`src/rtl/tkrs_pkg.sv`:
```
`timescale 1ns / 1ps
// ----------------------------------------------------------------------------
// tkrs_pkg - shared definitions for the top-k run statistics block
// Widths, reset values, register indexes, controller states and the
// structs that pass between the controller, the cell row and the divider.
// ----------------------------------------------------------------------------
package tkrs_pkg;

    localparam int SAMPLE_W     = 32;
    localparam int RUN_LEN_W    = 16;
    localparam int KEEP_CNT_W   = 10;
    localparam int SUM_W        = 48;
    localparam int FRAC_W       = 17;
    localparam int CFG_IDX_W    = 2;
    localparam int CFG_DATA_W   = 16;
    localparam int IN_TUSER_W   = 2;
    localparam int OUT_TDATA_W  = 120;
    localparam int OUT_TUSER_W  = 1;

    localparam int DIV_NUM_W    = 48;
    localparam int DIV_DEN_W    = 16;
    localparam int DIV_CNT_W    = $clog2(DIV_NUM_W);

    localparam int KEEP_MAX_DEF = 512;

    localparam logic [RUN_LEN_W-1:0]  RUN_LEN_RST  = RUN_LEN_W'(10000);
    localparam logic [KEEP_CNT_W-1:0] KEEP_CNT_RST = KEEP_CNT_W'(500);
    localparam logic [FRAC_W-1:0]     FRAC_ONE     = FRAC_W'(65536);

    // register indexes on the write port
    localparam logic [CFG_IDX_W-1:0] CFG_RUN_LENGTH = CFG_IDX_W'(0);
    localparam logic [CFG_IDX_W-1:0] CFG_KEEP_COUNT = CFG_IDX_W'(1);

    // result status codes
    localparam logic STATUS_DONE  = 1'b0;
    localparam logic STATUS_ABORT = 1'b1;

    typedef enum logic [2:0] {
        S_ACCUM,
        S_DRAIN,
        S_DIV_RUN,
        S_DIV_TOP,
        S_DIV_FRAC,
        S_PUSH
    } t_state;

    // broadcast to every cell
    typedef struct packed {
        logic                ins;
        logic                shift;
        logic [SAMPLE_W-1:0] sample;
    } t_cell_ctl;

    // what a cell hands to its neighbors
    typedef struct packed {
        logic [SAMPLE_W-1:0] val;
        logic                ge;
    } t_cell_link;

    typedef struct packed {
        logic                 start;
        logic                 neg;
        logic [DIV_NUM_W-1:0] num;
        logic [DIV_DEN_W-1:0] den;
    } t_div_req;

endpackage

```
`src/rtl/tkrs_cell.sv`:
```
`timescale 1ns / 1ps
// ----------------------------------------------------------------------------
// tkrs_cell - one slot of the sorted keep list
// Holds one kept sample. On an insert it keeps its value, takes the new
// sample or takes its left neighbor's value; on a drain it takes the right
// neighbor's value so the list streams out through slot zero.
// ----------------------------------------------------------------------------
module tkrs_cell (
    input  logic                                   i_clk,
    input  tkrs_pkg::t_cell_ctl                    i_ctl,
    input  logic                                   i_in_list,
    input  logic                                   i_in_range,
    input  tkrs_pkg::t_cell_link                   i_left,
    input  logic signed [tkrs_pkg::SAMPLE_W-1:0]   i_right_val,
    output tkrs_pkg::t_cell_link                   o_link
);
    import tkrs_pkg::*;

    logic signed [SAMPLE_W-1:0] r_val;
    logic signed [SAMPLE_W-1:0] n_val;
    logic                       w_ge;

    // equal entries stay ahead of the new sample
    assign w_ge = i_in_list && (r_val >= $signed(i_ctl.sample));

    always_comb begin
        n_val = r_val;
        if (i_ctl.shift) begin
            n_val = i_right_val;
        end else if (i_ctl.ins && i_in_range && !w_ge) begin
            n_val = i_left.ge ? $signed(i_ctl.sample) : $signed(i_left.val);
        end
    end

    always_ff @(posedge i_clk) begin
        r_val <= n_val;
    end

    assign o_link.val = r_val;
    assign o_link.ge  = w_ge;

endmodule

```
`config.mk`:
```
export PLATFORM = sky130hd
export DESIGN_NAME = tkrs_cell
export DESIGN_NICKNAME = d
export VERILOG_FILES = /design/src/rtl/tkrs_pkg.sv /design/src/rtl/tkrs_cell.sv
export SDC_FILE = /design/constraint.sdc
export NUM_CORES = 1
export LEC_CHECK = 0
export ABC_AREA = 1
export BUFFER_PORTS_ARGS = -buffer_cell sky130_fd_sc_hd__buf_4
export CORE_AREA = 2 2 78 80
export CTS_CLUSTER_SIZE = 20
export DETAILED_ROUTE_END_ITERATION = 6
export DIE_AREA = 0 0 80 82
export PLACE_DENSITY_LB_ADDON = 0.15
export SKIP_LAST_GASP = 1
export SLEW_MARGIN = 20
export SYNTH_ARGS = -nofsm -noshare
export SYNTH_HDL_FRONTEND = slang
export SYNTH_SLANG_ARGS = --single-unit
```
`constraint.sdc`:
```
create_clock -name i_clk -period 3.2 [get_ports i_clk]
set_input_delay 0.8 -clock i_clk [delete_from_list [all_inputs] [get_ports i_clk]]
set_output_delay 0.8 -clock i_clk [all_outputs]
set_load 0.05 [all_outputs]
```
---- Word level (Yosys, flattened, before mapping) ----
Index checks and enable logic that the tools add are counted.
storage, ports and cells
  logic and storage cells ................. 10
  bits in registers ....................... 32
operators by class
  magnitude comparators ................... 1
  reductions and logical operators ........ 5
  muxes and demuxes ....................... 3
operator list
  cell                 number
  $mux W32             3
  $ge A32 B32 Y1       1
  $logic_and A1 B1 Y1  3
  $reduce_bool A2 Y1   1
  $logic_not A1 Y1     1

---- Depth between registers and ports, before layout ----
  depth after elaboration ................. 6
  gate-level depth with buffers ........... 18
  gate-level depth less buffers ........... 18

---- Least setup slack after synthesis ----
OpenSTA, ideal clock, no wires.
  path kind ............................... input to register
  start point ............................. input i_ctl[7] in the netlist's numbering
  end point ............................... register r_val[0] (enable)
  setup slack ............................. 0.271 ns
  buffers on the path ..................... 0
  data required time ...................... 2.810 ns
  stages on the path ...................... 14
  data arrival time ....................... 2.539 ns
  path through ............................ inv_1 -> ha_1 -> a21o_1 -> nor2_1 -> nand2_1 -> nand2_1 -> nand2_1 -> nand2_1 -> nand2_1 -> nand2_1 -> nand3_1 -> nand2_1 -> nand2_1 -> nand2_1
on the way
  longest elaborated chain between the ends .. 5
RTL lines
  what                          line             source
  start, declared               tkrs_cell.sv:10  input tkrs_pkg::t_cell_ctl i_ctl,
  $ge A32 B32 Y1                tkrs_cell.sv:24  assign w_ge = i_in_list && (r_val >= $signed(i_ctl.sample));
  $logic_and A1 B1 Y1           tkrs_cell.sv:24
  $logic_not A1 Y1              tkrs_cell.sv:30  end else if (i_ctl.ins && i_in_range && !w_ge) begin
  $logic_and A1 B1 Y1           tkrs_cell.sv:30
  $reduce_bool A2 Y1 (no line)  n/a
  end signal, assigned          tkrs_cell.sv:36  r_val <= n_val;
  end, declared                 tkrs_cell.sv:19  logic signed [SAMPLE_W-1:0] r_val;
Every way passes these cells.
A chain may end at the register's enable or synchronous reset.

==> flow_summary_export.csv <==
group,metric,value,unit
run_status,status,"finished, final reports clean",
placement,post-place-ws,111,ps
clock_network,clk_latency,280,ps
global_routing,track_usage,19.4,%
sta,hold_violations,0,
sta,clock.fmax,0.328,GHz
global_routing,grt_pass1_vias,2313,
routing,dr.pass1.iters,4,
placement,io_buffers,134,
sta,setup_ws,150,ps
power_and_ir_drop,peakVddDrop,0.200,mV
routing,drtIter0Drc,79,
job,cap_violations,0,
layout,largest_reg_flops,32,
setup_path,crit_slowest_cell,"ha_1",
placement,gp_routability_congestion,0.732,
setup_path,rr_worst_depth,13,
sta,max_slew.worst_pin.slew,538,ps
global_routing,grt_max_degree,63,
routing,viasPerCell,4.73,
clock_network,root_buffer,"clkbuf_8",
setup_path,slowest_delay,300,ps
layout,fin_nets,590,
synthesis,syn_inst,326,
global_routing,antenna_found_initial,0,
layout,drive_gt1_share,34.4,%
routing,wl,6.52,mm
layout,diodes,0,
setup_path,crit_family,"compound AO/OA/AOI/OAI gates",
setup_path,critPathArrivalTime,2250,ps
sta,rsz0062_at_grt,"false",
routing,vias,2513,
sta,period_minus_slack,3050,ps
sta,relSlewSlack,64.1,%
layout,top_regs,"r_val (32)",
floorplanning,coreArea,0.00575,mm2
clock_network,clockBufferDepth,2,
clock_network,cts_tree,"done",
synthesis,synth-seq-cells,32,
layout,fill_cells,562,
setup_path,cpMostUsedCell,"nand2_1",
setup_path,worst_setup_path_start_kind,"primary input",
sta,skew,7.24,ps
clock_network,numCtsBuffers,5,
routing,drtAntennaViolNets,0,
setup_path,path_buf_inv,4,
floorplanning,dieArea,0.00656,mm2
setup_path,cp_cell_sequence,"buf_4 -> inv_1 -> ha_1 -> a21oi_1 -> o21ai_0 -> nand2_1 -> nand2_1 -> a21oi_2 -> nand3_1 -> nand3_1 -> nand2_1 -> inv_1 -> buf_4",
floorplanning,num_rows,28,
floorplanning,die_h,82,um
setup_path,worst_r2r_endpoint,"r_val[9]",
setup_path,cp-startpoint,"i_ctl[25]",
clock_network,cts_sinks,32,
synthesis,synth_area,0.00250,mm2
layout,design_area,0.00368,mm2
global_routing,grt_pass1_wl,10.0,mm
setup_path,worstReg2RegStart,"r_val[11]",
setup_path,r2r_slack,940,ps
setup_path,crit_required,2400,ps
power_and_ir_drop,powerDensity,374,mW/mm2
setup_path,crit_path_end_kind,"output port",
sta,setup_viol,0,
setup_path,crit_fanout,2,
synthesis,yosysSeqAreaShare,38.5,%
synthesis,synth_cell_types,19,
routing,drc,0,
power_and_ir_drop,p_leak,1.90,nW
setup_path,worst-path-stages,13,
sta,drv_slew,0,
sta,min_period_over_period,95.3,%
synthesis,yosys_warnings,0,
placement,place_area,0.00356,mm2
setup_path,criticalPathCategory,"in -> out",
global_routing,gr-total-overflow,0,
synthesis,syn_nets,460,
floorplanning,ioPinCount,135,
floorplanning,die_x,80,um
clock_network,clkSlewWorstSetupHoldPaths,70,ps
routing,wl_per_cell,12.3,um
synthesis,syn_area_per_cell,7.66,um2
floorplanning,start_util,43.4,%
sta,setup_tns,0,ps
worst_hold_path,hold_path.class,"in -> reg",
clock_network,cts_max_level,2,
layout,top_register,"r_val",
layout,syn_to_final_growth,47.4,%
setup_path,crit_path_end,"o_link[0]",
worst_hold_path,whs_path_depth,3,
placement,dp_hpwl,5.14,mm
-- layer usage --
layer	vias to the layer above	share of wire (%)	track usage [%]
met1	1083	42	23.8
met3	5	8.3	5.49
met5	-	0	0
met2	88	49	33.7
met4	0	0.81	5.08
li1	1337	-	-
-- placed cells by master, fill, tap and decap left out --
master      n
buf_4     138
nand2_1    99
o21ai_0    60
inv_1      43
edfxtp_1   32
ha_1       30
a21oi_1    18
nor2_1      8
clkbuf_8    5
nor2_2      4
nand3_1     3
nand2_2     2
nand4_1     2
a21oi_2     2
o21a_1      2
ha_4        2
inv_2       1
a21o_1      1
nor3_2      1
nand4_2     1
clkinv_2    1
clkbuf_1    1
-- report_power, final --
part / switching (W) / internal, W / leakage, nW
Combinational: 0.000325 / 0.000219 / 1.54
Sequential: 0.0000242 / 0.000514 / 0.321
Clock: 0.000145 / 0.000148 / 0.0410
-- area by class of cell --
type                       count  area, um2  share of cell area, %
timing repair buffer         138       1040                   28.2
clock inverter                 1       5.00                  0.136
tap                           75       93.8                   2.55
clock buffer                   6       72.6                   1.97
inverter                      44        165                   4.49
sequential                    32        961                   26.1
multi-input combinational    235       1350                   36.6
-- worst min-delay path by stage --
stage,to,from,slack [ps]
2_1_floorplan,r_val[29],i_right_val[29],990
3_3_place_gp,r_val[5],i_right_val[5],1080
3_5_place_dp,r_val[25],i_right_val[25],1080
4_1_cts,r_val[23],i_right_val[23],780
5_1_grt,r_val[26],i_right_val[26],790
6_report,r_val[17],i_right_val[17],790
-- worst register-to-register path: stages (launching register included) --
cell and delay (ps):
edfxtp_1 400, ha_1 340, a21oi_1 140, nand2_1 70, a21oi_1 160, nand2_1 80, nand2_1 80, nand2_1 50
nand2_1 50, nand3_1 60, nand2_1 80, nand2_1 50, nand2_1 80, buf_4 290
-- Yosys cell counts --
| cell type | n | area share (%) |
|---|---|---|
| nand3_1 | 3 | 0.60 |
| nand4_2 | 1 | 0.50 |
| o21ai_0 | 60 | 12 |
| ha_1 | 32 | 16 |
| nand2_1 | 100 | 15 |
| nor2_2 | 2 | 0.50 |
| inv_1 | 44 | 6.6 |
| clkbuf_1 | 13 | 2.0 |
| buf_4 | 1 | 0.30 |
| nand4_1 | 2 | 0.50 |
| nor2_1 | 10 | 1.5 |
| a21oi_1 | 19 | 3.8 |
| a21oi_2 | 1 | 0.35 |
| edfxtp_1 | 32 | 38 |
| buf_2 | 1 | 0.20 |
| nand2_2 | 1 | 0.25 |
| nor3_2 | 1 | 0.40 |
| o21a_1 | 2 | 0.60 |
| a21o_1 | 1 | 0.30 |
-- logic make-up after synthesis --
family,after synthesis,synth area share [%]
AOI/OAI and AO/OA,83,17.1
adders and majority gates,32,16.0
buffers and inverters,59,9.07
DFF,32,38.5
and+or+nand+nor,120,19.3
-- metrics by stage --
stage                     hold WS (ps)  total power, W  std cells  utilization [%]
after floorplan                    987        0.000874        326                -
after global placement            1080         0.00107        523             61.9
after detailed placement          1080         0.00108        523             61.9
after CTS                          784         0.00138        530             63.3
after global routing               787         0.00146        531             64.0
final                              792         0.00138        531             64.0
-- what timing repair did --
action / 4_1_cts / 5_1_grt
endpoints found under the setup margin: 0 / 1
buffers inserted: 0 / 1
hold buffers: 0 / 0
endpoints found under the hold margin: 0 / 0
gates resized for setup: 0 / 7
(Power assumes the default switching activity.)
