<file path="src/rtl/tkrs_pkg.sv">
`timescale 1ns / 1ps
// ----------------------------------------------------------------------------
// tkrs_pkg - shared definitions for the top-k run statistics block
// Widths, reset values, register indexes, controller states and the
// structs that pass between the controller, the cell row and the divider.
// ----------------------------------------------------------------------------
package tkrs_pkg;

    localparam int SAMPLE_W     = 32;
    localparam int RUN_LEN_W    = 16;
    localparam int KEEP_CNT_W   = 10;
    localparam int SUM_W        = 48;
    localparam int FRAC_W       = 17;
    localparam int CFG_IDX_W    = 2;
    localparam int CFG_DATA_W   = 16;
    localparam int IN_TUSER_W   = 2;
    localparam int OUT_TDATA_W  = 120;
    localparam int OUT_TUSER_W  = 1;

    localparam int DIV_NUM_W    = 48;
    localparam int DIV_DEN_W    = 16;
    localparam int DIV_CNT_W    = $clog2(DIV_NUM_W);

    localparam int KEEP_MAX_DEF = 512;

    localparam logic [RUN_LEN_W-1:0]  RUN_LEN_RST  = RUN_LEN_W'(10000);
    localparam logic [KEEP_CNT_W-1:0] KEEP_CNT_RST = KEEP_CNT_W'(500);
    localparam logic [FRAC_W-1:0]     FRAC_ONE     = FRAC_W'(65536);

    // register indexes on the write port
    localparam logic [CFG_IDX_W-1:0] CFG_RUN_LENGTH = CFG_IDX_W'(0);
    localparam logic [CFG_IDX_W-1:0] CFG_KEEP_COUNT = CFG_IDX_W'(1);

    // result status codes
    localparam logic STATUS_DONE  = 1'b0;
    localparam logic STATUS_ABORT = 1'b1;

    typedef enum logic [2:0] {
        S_ACCUM,
        S_DRAIN,
        S_DIV_RUN,
        S_DIV_TOP,
        S_DIV_FRAC,
        S_PUSH
    } t_state;

    // broadcast to every cell
    typedef struct packed {
        logic                ins;
        logic                shift;
        logic [SAMPLE_W-1:0] sample;
    } t_cell_ctl;

    // what a cell hands to its neighbors
    typedef struct packed {
        logic [SAMPLE_W-1:0] val;
        logic                ge;
    } t_cell_link;

    typedef struct packed {
        logic                 start;
        logic                 neg;
        logic [DIV_NUM_W-1:0] num;
        logic [DIV_DEN_W-1:0] den;
    } t_div_req;

endpackage

</file>
<file path="src/rtl/tkrs_div.sv">
`timescale 1ns / 1ps
// ----------------------------------------------------------------------------
// tkrs_div - shared restoring divider
// Divides an unsigned magnitude by an unsigned divisor, one quotient bit per
// cycle, and applies the sign at the end so the result truncates to zero.
// ----------------------------------------------------------------------------
module tkrs_div (
    input  logic                           i_clk,
    input  logic                           i_rst_n,
    input  tkrs_pkg::t_div_req             i_req,
    output logic                           o_done,
    output logic [tkrs_pkg::DIV_NUM_W-1:0] o_quo
);
    import tkrs_pkg::*;

    logic                 r_busy;
    logic                 r_done;
    logic [DIV_CNT_W-1:0] r_cnt;
    logic [DIV_NUM_W-1:0] r_quo;
    logic [DIV_DEN_W-1:0] r_rem;
    logic [DIV_DEN_W-1:0] r_den;
    logic                 r_neg;

    logic [DIV_DEN_W:0]   w_rem_sh;
    logic [DIV_DEN_W:0]   w_diff;
    logic                 w_bit;
    logic [DIV_DEN_W-1:0] w_rem_next;

    always_comb begin
        w_rem_sh   = {r_rem, r_quo[DIV_NUM_W-1]};
        w_diff     = w_rem_sh - {1'b0, r_den};
        w_bit      = w_rem_sh >= {1'b0, r_den};
        w_rem_next = w_bit ? w_diff[DIV_DEN_W-1:0] : w_rem_sh[DIV_DEN_W-1:0];
    end

    always_ff @(posedge i_clk) begin
        if (!i_rst_n) begin
            r_busy <= 1'b0;
            r_done <= 1'b0;
            r_cnt  <= '0;
        end else begin
            r_done <= 1'b0;
            if (i_req.start) begin
                r_busy <= 1'b1;
                r_cnt  <= '0;
            end else if (r_busy && r_cnt == DIV_CNT_W'(DIV_NUM_W - 1)) begin
                r_busy <= 1'b0;
                r_done <= 1'b1;
            end else if (r_busy) begin
                r_cnt <= r_cnt + DIV_CNT_W'(1);
            end
        end
    end

    always_ff @(posedge i_clk) begin
        if (i_req.start) begin
            r_quo <= i_req.num;
            r_rem <= '0;
            r_den <= i_req.den;
            r_neg <= i_req.neg;
        end else if (r_busy) begin
            r_quo <= {r_quo[DIV_NUM_W-2:0], w_bit};
            r_rem <= w_rem_next;
        end
    end

    assign o_done = r_done;
    assign o_quo  = r_neg ? (~r_quo + DIV_NUM_W'(1)) : r_quo;

endmodule

</file>
<file path="config.mk">
export PLATFORM = sky130hd
export DESIGN_NAME = tkrs_div
export DESIGN_NICKNAME = d
export VERILOG_FILES = /design/src/rtl/tkrs_pkg.sv /design/src/rtl/tkrs_div.sv
export SDC_FILE = /design/constraint.sdc
export NUM_CORES = 1
export LEC_CHECK = 0
export BUFFER_PORTS_ARGS = -buffer_cell sky130_fd_sc_hd__buf_4
export CAP_MARGIN = 20
export CORE_MARGIN = 1.5
export CORE_UTILIZATION = 55
export CTS_CLUSTER_SIZE = 12
export DETAILED_ROUTE_END_ITERATION = 16
export PLACE_DENSITY = 0.81
export SYNTH_ARGS = -nofsm -noshare
export SYNTH_HDL_FRONTEND = slang
export SYNTH_SLANG_ARGS = --single-unit
</file>
<file path="constraint.sdc">
create_clock -name i_clk -period 4.1 [get_ports i_clk]
set_clock_uncertainty 0.1 [all_clocks]
set_input_delay 0.41 -clock i_clk [delete_from_list [all_inputs] [get_ports i_clk]]
set_output_delay 0.41 -clock i_clk [all_outputs]
set_load 0.03 [all_outputs]
</file>
=== After elaboration in Yosys (flattened, before gate mapping) ===
Cells that the tools add are included.

* Flip-flop bits (word level): 89
* Logic and storage cells: 27

* Add/subtract/negate cells: 3
* $lt $le $gt $ge: 1
* Eq/ne operators: 1
* Muxes and demuxes: 7
* Bitwise operators: 3
* Reduce and logical (&&, ||, !) cells: 5

{| class="wikitable"
|+ Operator list
! kind !! count
|-
| two-way mux 48 bit || 3
|-
| adder 48 x 1 -> 48 bit (second input constant) || 1
|-
| inverter 48 bit || 1
|-
| greater-or-equal comparator 17 x 16 -> 1 bit || 1
|-
| two-way mux 16 bit || 1
|-
| subtractor 16 bit || 1
|-
| adder 6 x 1 -> 6 bit (second input constant) || 1
|-
| == test 6 bit (second input constant) || 1
|-
| nonzero test 2 bit || 2
|-
| two-way mux 1 bit || 3
|-
| inverter 1 bit || 2
|-
| AND reduction 2 bit || 1
|-
| OR reduction 2 bit || 1
|-
| logical AND 1 bit || 1
|}

=== Logic depth before layout (Yosys ltp) ===
Gate-level depths: netlist (run 1).

* Depth after elaboration: 4
* Depth in mapped cells: 11
* Mapped depth without buffers: 10

=== Worst setup path after synthesis (run 1) ===
OpenSTA, ideal clock, no wires.

* Path type: register -> output
* Start: register r_quo[6]
* End: output port o_quo[24] in the netlist's numbering
* Arrival time: 3.070 ns
* Setup slack: 0.520 ns
* Cell stages (with the launch flop): 8
* Cell sequence: edfxtp_1 or4_4 or3_1 or4_4 or4_4 or3_4 o31ai_4 xnor2_1

* Longest elaborated chain between the ends: 3

{| class="wikitable"
|+ Ends and longest elaborated chain
! item !! line !! source
|-
| start, declared || tkrs_div.sv:19 || <nowiki>logic [DIV_NUM_W-1:0] r_quo;</nowiki>
|-
| start signal, assigned || tkrs_div.sv:57 || <nowiki>r_quo <= i_req.num;</nowiki>
|-
| start signal, assigned || tkrs_div.sv:62 || <nowiki>r_quo <= {r_quo[DIV_NUM_W-2:0], w_bit};</nowiki>
|-
| inverter 48 bit || tkrs_div.sv:68 || <nowiki>assign o_quo = r_neg ? (~r_quo + DIV_NUM_W'(1)) : r_quo;</nowiki>
|-
| adder 48 x 1 -> 48 bit || tkrs_div.sv:68 ||
|-
| two-way mux 48 bit || tkrs_div.sv:68 ||
|-
| end, declared || tkrs_div.sv:12 || <nowiki>output logic [tkrs_pkg::DIV_NUM_W-1:0] o_quo</nowiki>
|}

No other way between the ends.

=== Worst setup path in the final report (run 1) ===
* Start: register r_quo[5]
* End: output port o_quo[24] in the netlist's numbering

Same word-level chain as after synthesis.

==> reports/results.txt, run 1 <==
TritonCTS created 9 clock buffers. Each instance of the synthesized netlist takes up on average 10.64 sq um. The logs give 0.01039 sq mm for the full die area and 0.006375 sq mm for the post-placement cell area. The area growth from synthesis to layout is 23.01%. With fillers left out, the area of the finished cells amounts to 0.006623 sq mm. The number of max-cap violations was 0; the critical path's largest stage delay was 590 ps. The run gives 2.698 nW as the leakage power of the design. The congestion estimate from routability-driven global placement came to 0.8660. The die span in x is 101.9 um.

Of the available clock period, the critical path in the final layout requires 97.18%. Detailed placement finished with a half-perimeter wire length of 8903 um. The number of H-tree branching levels is 3, and the detail-routed net length per standard cell is 15.86 um.

Power share of the sequential group: 44.7%. The number of hold-slack violations in the final timing report came out at 0. Across all layers, the routed design uses 4260 vias.

TritonCTS built the clock tree. Net switching is 34.33% of the power. The warning count from the yosys run was 0; the maximum number of pins on one net before global-route repair was 54. By area the synthesized netlist is led by sky130_fd_sc_hd__edfxtp_1, sky130_fd_sc_hd__mux2_2, sky130_fd_sc_hd__dfxtp_1, sky130_fd_sc_hd__xnor2_1, sky130_fd_sc_hd__ha_1.

The number of global-route vias before repair was 4246; the count of final max-slew check failures was 0. For this design, the sink count on the clock tree is 89. Biggest fanout along the worst timing path: 4.

Traced cell by cell, the critical path runs through or4_4 > or3_4 > or4_4 > or4_4 > or3_4 > o31ai_4 > xnor2_1 > buf_4. The residual antenna-violating net count after detailed routing was 0; the fraction of layout instances using a drive strength above 1 was 31.48%. The internal power of the cells totals 1.681 mW. The tools report the type of element capturing the critical path as an output pin. The tools report the detailed-routing iteration count for the pre-antenna-repair pass as 4. The highest-delay cell along the critical path was sky130_fd_sc_hd__or4_4. Of all flip-flops after synthesis, the portion carrying an async set or reset was 0%. The tools report the deepest clock path buffer count as 2. The min-delay analysis places its worst path in the category input pin to flop. After global routing the overflow that remains totals 0. The run gives 56 as the count of unique library cells instantiated by Yosys. The share of synthesized area in the top cell type comes to 36.25%. The tools report the sort of element at the start of the critical path as a flop.

The vertical extent of the die is 101.9 um, and the site row count is 35. Across the VDD grid, the largest voltage drop is 0.0001856 V. The analysis attributes to net switching a power of 0.8787 mW.

The number of I/O pins was 117; the number of cells produced by synthesis was 506. The floorplan step defined a core boundary enclosing 0.009371 sq mm. Input and output buffers added on the ports amount to 116.

The main flop type after synthesis was sky130_fd_sc_hd__edfxtp_1. The number of vias per cell after detailed routing is 5.620. The most prevalent standard cell on the critical path is sky130_fd_sc_hd__or4_4.

For the worst setup path, the data required time is 3590 ps. After synthesis, flip-flops and latches occupy 45.18% of the total area. Leaving out filler cells and counting taps, the final layout contains 758.

In this run, synthesis produced a sequential element count of 89. Measured against its own limit, the worst slew margin works out to 49.21%. For this design, the CTS-stage hold fixing added 0 buffers. The starting density of the core is 57.45%, and the clock transition time at the flip-flop clock pins of the worst setup and hold paths is 100 ps. Hold is met by 116.0 ps. Subtracting the final worst setup slack from the clock period gives 3984 ps. When the netlist entered floorplanning its net count stood at 593. After the last flow step, the layout net total stands at 711.

The count of placed standard cells including taps was 736; the fill cell total of the finished layout was 764. The clock network burns 21.9% of the power. The number of inserted diodes came out at 0. For the pin with the worst max-slew slack, the measured transition is 756.7 ps. The later pin in the worst-skew pair is clocked with a latency of 360 ps. The run gives 19770 um as the global-route wire length before repair. In this run the cell area of the synthesized design comes to 0.005384 sq mm. Setup slack of the critical path after layout: 115.5 ps. The number of antenna violations at the first check in global routing was 0. The cell at the root of the clock tree is sky130_fd_sc_hd__clkbuf_8. Dividing total power by cell area gives a power density of 386.5 mW/mm^2. The number of flops mapped to enable cells by yosys is 65. The all-layer global routing usage is 24.43%, and the final setup TNS is 0 ps. The tools report the storage element area as 0.002432 sq mm.

The flow ran to the end, and the final reports show no timing, DRC or antenna violations. The multi-input combinational cells in the finished layout cover a total of 0.002799 sq mm. Derived from the worst setup path, the maximum achievable clock frequency is 251.0 MHz. The final core utilization was 70.67%; the signal arrival time at the worst endpoint was 3470 ps. The total routed wirelength is 12020 um, and the combinational cell fraction of total power is 33.4%.

Summed over all instances, the cell type with the most area after synthesis is sky130_fd_sc_hd__edfxtp_1. Setup violations remaining at the end of the flow were counted as 0. Before CTS, the worst setup slack after placement is 408.5 ps. After the first detailed-routing iteration, the DRC count stood at 214. For this run, design rule violations remaining after detail routing come to 0.

The tools report the overall power of the completed layout as 2.560 mW. Setup repair after global routing left no endpoint under its margin. The setup path with the least slack is of type flop to output pin.
-- Yosys cell counts, types with 2 or more instances --
| cell type | instances |
|---|---|
| sky130_fd_sc_hd__mux2i_1 | 13 |
| sky130_fd_sc_hd__or3_1 | 11 |
| sky130_fd_sc_hd__edfxtp_1 | 65 |
| sky130_fd_sc_hd__nand3_1 | 2 |
| sky130_fd_sc_hd__dfxtp_1 | 24 |
| sky130_fd_sc_hd__clkbuf_1 | 17 |
| sky130_fd_sc_hd__or2_2 | 3 |
| sky130_fd_sc_hd__nor2_1 | 40 |
| sky130_fd_sc_hd__nand4_1 | 6 |
| sky130_fd_sc_hd__and3_1 | 3 |
| sky130_fd_sc_hd__nand2_1 | 38 |
| sky130_fd_sc_hd__nor2b_1 | 2 |
| sky130_fd_sc_hd__o22ai_1 | 2 |
| sky130_fd_sc_hd__nor4_1 | 4 |
| sky130_fd_sc_hd__buf_1 | 2 |
| sky130_fd_sc_hd__o31ai_1 | 12 |
| sky130_fd_sc_hd__ha_1 | 18 |
| sky130_fd_sc_hd__xnor2_1 | 53 |
| sky130_fd_sc_hd__inv_1 | 21 |
| sky130_fd_sc_hd__o211ai_1 | 2 |
| sky130_fd_sc_hd__nor3_1 | 7 |
| sky130_fd_sc_hd__nand4b_1 | 3 |
| sky130_fd_sc_hd__a21oi_1 | 14 |
| sky130_fd_sc_hd__o21ai_1 | 2 |
| sky130_fd_sc_hd__o21ai_0 | 27 |
| sky130_fd_sc_hd__and2_1 | 2 |
| sky130_fd_sc_hd__xor2_1 | 10 |
| sky130_fd_sc_hd__o21a_1 | 2 |
| sky130_fd_sc_hd__nand2b_1 | 6 |
| sky130_fd_sc_hd__or4_4 | 3 |
| sky130_fd_sc_hd__a211oi_1 | 14 |
| sky130_fd_sc_hd__a21o_1 | 4 |
| sky130_fd_sc_hd__mux2_2 | 45 |
| sky130_fd_sc_hd__o41ai_1 | 7 |
-- critical path, delay by kind of cell, from the launching register on --
kind                   cells  cell delay (ps)
AO/OA/AOI/OAI              1              180
XOR/XNOR                   1              150
buffers and inverters      1              190
flip-flops                 1              430
AND/OR/NAND/NOR            5             2170
-- timing repair --
action | 4_1_cts | 5_1_grt
endpoints found under the setup margin | 0 | 1
buffers inserted | 0 | 5
gates resized for setup | 0 | 1
endpoints found under the hold margin | 0 | 0
-- logic make-up after synthesis --
| kind of cell | synth area share, % |
|---|---|
| AO/OA/AOI/OAI | 11.78 |
| multiplexers | 12.04 |
| XOR/XNOR | 10.25 |
| flip-flops | 45.18 |
| adder cells (fa/ha/maj) | 4.555 |
| buffers and inverters | 2.928 |
| AND/OR/NAND/NOR | 13.27 |
-- state kept, by name, indices dropped and copies added (netlist names) --
signal  flops
r_rem      16
r_den      16
r_cnt       6
o_done      1
r_quo      48
r_neg       1
r_busy      1
-- final timing paths --
path | startpoint | to | slack [ps] | cells past startpoint
max reg2reg | r_quo[47] | r_rem[13] | 900 | 10
max | r_quo[5] | o_quo[24] | 120 | 8
min | i_req[6] | r_den[6] | 120 | 1
min reg2reg | r_rem[4] | r_rem[4] | 410 | 2
-- cell type report --
type                       count  area share, %
clock inverter                 6         0.6046
clock buffer                  10          2.078
multi-input combinational    376          42.26
timing repair buffer         127          14.70
tap                          129          2.437
sequential                    89          36.73
inverter                      21          1.190
-- layer usage --
metal	track usage, %	up-vias	part of all wire, %
li1	-	2091	-
met1	29.98	2024	43
met2	43.90	124	50
met3	3.830	21	5.2
met4	8.325	0	2.1
met5	0	-	0
-- power groups by stage --
| stage | clock [mW] | sequential, mW | combinational [mW] |
|---|---|---|---|
| 3_3_place_gp | 0 | 1.16 | 0.820 |
| 4_1_cts | 0.572 | 1.15 | 0.840 |
| 6_report | 0.562 | 1.14 | 0.854 |
| 3_5_place_dp | 0 | 1.17 | 0.836 |
| 2_1_floorplan | 0 | 1.14 | 0.578 |
| 5_1_grt | 0.613 | 1.16 | 0.925 |
-- placed cells by master, fill, tap and decap left out, types with 4 or more instances in the layout --
cell	instances
sky130_fd_sc_hd__xor2_1	10
sky130_fd_sc_hd__nor4_1	4
sky130_fd_sc_hd__a21oi_1	14
sky130_fd_sc_hd__o31ai_1	12
sky130_fd_sc_hd__o41ai_1	7
sky130_fd_sc_hd__clkbuf_8	10
sky130_fd_sc_hd__dfxtp_1	24
sky130_fd_sc_hd__a211oi_1	14
sky130_fd_sc_hd__nand4_1	6
sky130_fd_sc_hd__o21ai_0	27
sky130_fd_sc_hd__nor2_1	40
sky130_fd_sc_hd__a21o_1	4
sky130_fd_sc_hd__mux2i_1	13
sky130_fd_sc_hd__edfxtp_1	65
sky130_fd_sc_hd__or3_1	10
sky130_fd_sc_hd__ha_1	18
sky130_fd_sc_hd__nand2b_1	6
sky130_fd_sc_hd__mux2_2	45
sky130_fd_sc_hd__buf_4	126
sky130_fd_sc_hd__inv_1	21
sky130_fd_sc_hd__xnor2_1	53
sky130_fd_sc_hd__nand2_1	38
sky130_fd_sc_hd__nor3_1	7
(Power assumes the default switching activity.)
==> run 2: changes to the inputs <==
--- a/config.mk
+++ b/config.mk
@@ -7,7 +7,7 @@
 export LEC_CHECK = 0
 export BUFFER_PORTS_ARGS = -buffer_cell sky130_fd_sc_hd__buf_4
 export CAP_MARGIN = 20
-export CORE_MARGIN = 1.5
+export CORE_MARGIN = 2
 export CORE_UTILIZATION = 55
 export CTS_CLUSTER_SIZE = 12
 export DETAILED_ROUTE_END_ITERATION = 16
==> run 2 against run 1 <==
Compared with the run above:
- hold slack lost 3.0 ps
- design area rose by 0.21%
- sequential share of layout area decreased by 0.076 points
- via count rose by 0.87%
- cell count grew 0.26%
- die area is 2.0% higher
- register-to-register slack improved by 250 ps
- setup slack worse by 37 ps
- critical endpoint unchanged
- largest cell class unchanged
- largest power group unchanged
==> reports/results.txt, run 2 (synthesis gave the netlist of run 1 again) <==
In this design, the critical path's most frequently occurring cell is sky130_fd_sc_hd__or4_4. The run gives 521 um (-17%) as the met3 wire length. The highest-delay cell along the critical path is sky130_fd_sc_hd__or4_4. The tools report the cell at the root of the clock tree as sky130_fd_sc_hd__clkbuf_8. The fill cell total of the finished layout is 789 (+3.3%), and the starting density of the core is 55.85% (-1.6 points).

The detailed router used layers up to and including met4. The run gives 0.009639 sq mm (+2.9%) as the standard cell core area. The clock transition time at the flip-flop clock pins of the worst setup and hold paths came out at 90 ps (about the same). For the total area of multi-input combinational cells, the log shows 0.002803 sq mm (+0.13%). The tools report the clock network latency to the later pin of the worst-skew pair as 370 ps (about the same). Walking the worst path, the cells encountered are or4_4 > or3_4 > or4_4 > or4_4 > or3_4 > o31ai_4 > xnor2_1 > buf_4. The total setup violations reported at the end of the flow came out at 0 (unchanged). The number of inserted diodes is 0 (unchanged), and the setup slack of the critical path after layout is 78.37 ps (-37.14 ps).

The tools report the number of buffers added by the clock tree synthesis step as 9 (unchanged). The biggest fanout along the worst timing path works out to 5 (+1). Total routed wirelength: 11950 um (-0.58%).

The worst min-delay path endpoint was r_den[6]. The worst slack on hold paths came out at 113.0 ps (-3.002 ps). Signal arrival time at the worst endpoint: 3510 ps (+40 ps). The detailed router's first-iteration violation count was 150 (-30%). In the final layout, the registers with the most flip-flops are r_quo: 48 flops, r_den: 16 flops, r_rem: 16 flops. The run gives 0 (unchanged) as the residual antenna-violating net count after detailed routing. The placer congestion estimate is 0.9164 (+5.8%), and the final period utilization is 98.09% (+0.91 points). For the residual overflow from global routing, the log shows 0 (unchanged).

The final critical path time including I/O delays and setup is 4022 ps (+37.14 ps). The total of buffers placed on input and output ports was 116 (unchanged); the total via count after detailed routing was 4297 (+0.87%). The critical path's largest stage delay came out at 580 ps (about the same). The sink count of the clock tree is 89 (unchanged).

The worst setup path is captured at an output pin. The flip-flop count of the largest register after layout works out to 48 (unchanged). The storage element area came out at 0.002432 sq mm (unchanged).

More flip-flops sit in one register than any other, and that register is r_quo. Vertical extent of the die: 102.9 um (+0.98%). In the layout the commonest cells are sky130_fd_sc_hd__buf_4, sky130_fd_sc_hd__edfxtp_1, sky130_fd_sc_hd__xnor2_1. Count of final max-slew check failures: 0 (unchanged).

The area growth from synthesis to layout is 23.26%. The most common cell after layout, fill and taps aside was sky130_fd_sc_hd__buf_4. TritonCTS built the clock tree. The leakage power of the design came out at 2.698 nW (about the same). The worst hold path belongs to the class input pin to flop. The logs give 248.7 MHz (-0.92%) for the achievable clock frequency and 19130 um (-3.2%) for the global-route wire length before repair. The number of global-route vias before repair was 4193 (-1.2%). The site row count came out at 36 (+2.9%). For the deepest clock path buffer count, the log shows 2 (unchanged). The number of I/O pins came out at 117 (unchanged). Logic depth of the worst register-to-register path: 9 (-1). The run gives 5142 um (about the same) as the length of routed wiring on met1.

The flop-to-flop setup slack is 1150 ps (+250 ps), and the detail-routed net length per standard cell is 15.73 um (-0.84%). Transition time at the pin with the least slew margin: 604.8 ps (-151.9 ps). The relative slew slack was 59.68% (+10 points); the hold-critical path depth was 1 (unchanged). Placed wire-length estimate after detailed placement: 8854 um (-0.55%).

The run finished with clean final reports. The required arrival time at the worst endpoint was 3590 ps (about the same); the number of vias per cell after detailed routing was 5.654 (+0.60%). The die span in x was 102.9 um (+0.98%).

The run gives 23.06% (-1.4 points) as the all-layer global routing usage. The type of the worst setup path was flop to output pin. The run gives 6044 um (+0.73%) as the routed length on met2.

Power density over cell area: 400.4 mW/mm^2 (+3.6%). For the post-route DRC violation count, the log shows 0 (unchanged). The maximum vdd ir drop is 0.0001994 V (+7.5%).

For the post-placement worst setup slack, the log shows 457.8 ps (+49.30 ps). The fraction of layout instances using a drive strength above 1 is 30.94% (-0.54 points). The startpoint identified for the worst hold timing path is i_req[6].

The number of nets in the finished design came out at 709 (-0.28%). In this run the critical register-to-register path is captured at r_rem[13]. The startpoint identified for the worst register-to-register timing path is r_den[2]. The logs give 4 (unchanged) for the detailed-routing iteration count for the pre-antenna-repair pass and 53 (-1.9%) for the maximum number of pins on one net before global-route repair. The logs give 0 (unchanged) for the number of hold-slack violations in the final timing report and 3 (unchanged) for the number of H-tree branching levels. STA classifies the critical path startpoint as a flop. The run gives 0 (unchanged) as the number of max-cap violations.

The full die area is 0.01060 sq mm (+2.0%). For the number of antenna violations at the first check in global routing, the log shows 0 (unchanged).
[run 2: cell types whose count changed in the layout (fill, tap and decap cells not counted)]
cell,change
sky130_fd_sc_hd__clkinv_2,-2
sky130_fd_sc_hd__buf_4,-2
sky130_fd_sc_hd__o21ai_2,+1
sky130_fd_sc_hd__bufinv_16,+2
sky130_fd_sc_hd__buf_6,+1
sky130_fd_sc_hd__clkinvlp_4,-1
sky130_fd_sc_hd__clkbuf_1,+3
sky130_fd_sc_hd__o21ai_1,-1
sky130_fd_sc_hd__buf_16,-1
sky130_fd_sc_hd__inv_6,-2
[run 2: worst max-delay path by stage]
| stage | to | from | slack, ps |
|---|---|---|---|
| finish | o_quo[24] | r_quo[5] | 80 |
| global route | o_quo[24] | r_quo[6] | -3 |
| CTS | o_quo[24] | r_quo[5] | 60 |
| detailed placement | o_quo[24] | r_quo[5] | 460 |
| global placement | o_quo[24] | r_quo[6] | 490 |
| floorplan | o_quo[24] | r_quo[6] | 520 |
[run 2: stage by stage]
stage | std cells | total power, mW | setup TNS (ps) | instance area [sq um] | util [%]
3_3_place_gp | 740 | 1.980 | 0 | 6384 | 66.23
4_1_cts | 756 | 2.663 | 0 | 6598 | 68.45
6_report | 760 | 2.657 | 0 | 6636 | 68.85
5_1_grt | 760 | 2.785 | -2.558 | 6636 | 68.85
2_1_floorplan | 506 | 1.719 | 0 | 5384 | -
3_5_place_dp | 740 | 2.004 | 0 | 6384 | 66.23
[run 2: power breakdown]
| group | internal [mW] | switching (mW) |
|---|---|---|
| logic | 0.375 | 0.476 |
| registers | 1.06 | 0.0777 |
| clock network | 0.360 | 0.304 |
[run 2: repair_timing]
item,in CTS,in global routing
buffers inserted,0,3
hold buffers,0,0
setup endpoints to repair,0,1
resized for setup,0,1
[run 2: critical path: cells and delay by family, from the launching register on]
family	cells	cell delay [ps]
xor+xnor	1	140
compound gates	1	180
buf+inv	1	170
simple gates	5	2240
flops	1	420
[run 2: routing by layer]
layer | track usage, % | up-vias
li1 | - | 2089
met1 | 27.49 | 2061
met2 | 41.36 | 124
met3 | 4.136 | 23
met4 | 8.806 | 0
met5 | 0 | -
[run 2: layout make-up]
type	count	share of cell area, %
Inverter	21	1.188
Clock inverter	3	0.9804
Timing Repair Buffer	125	14.20
Multi-Input combinational cell	376	42.23
Sequential cell	89	36.65
Clock buffer	13	2.244
Tap cell	133	2.508
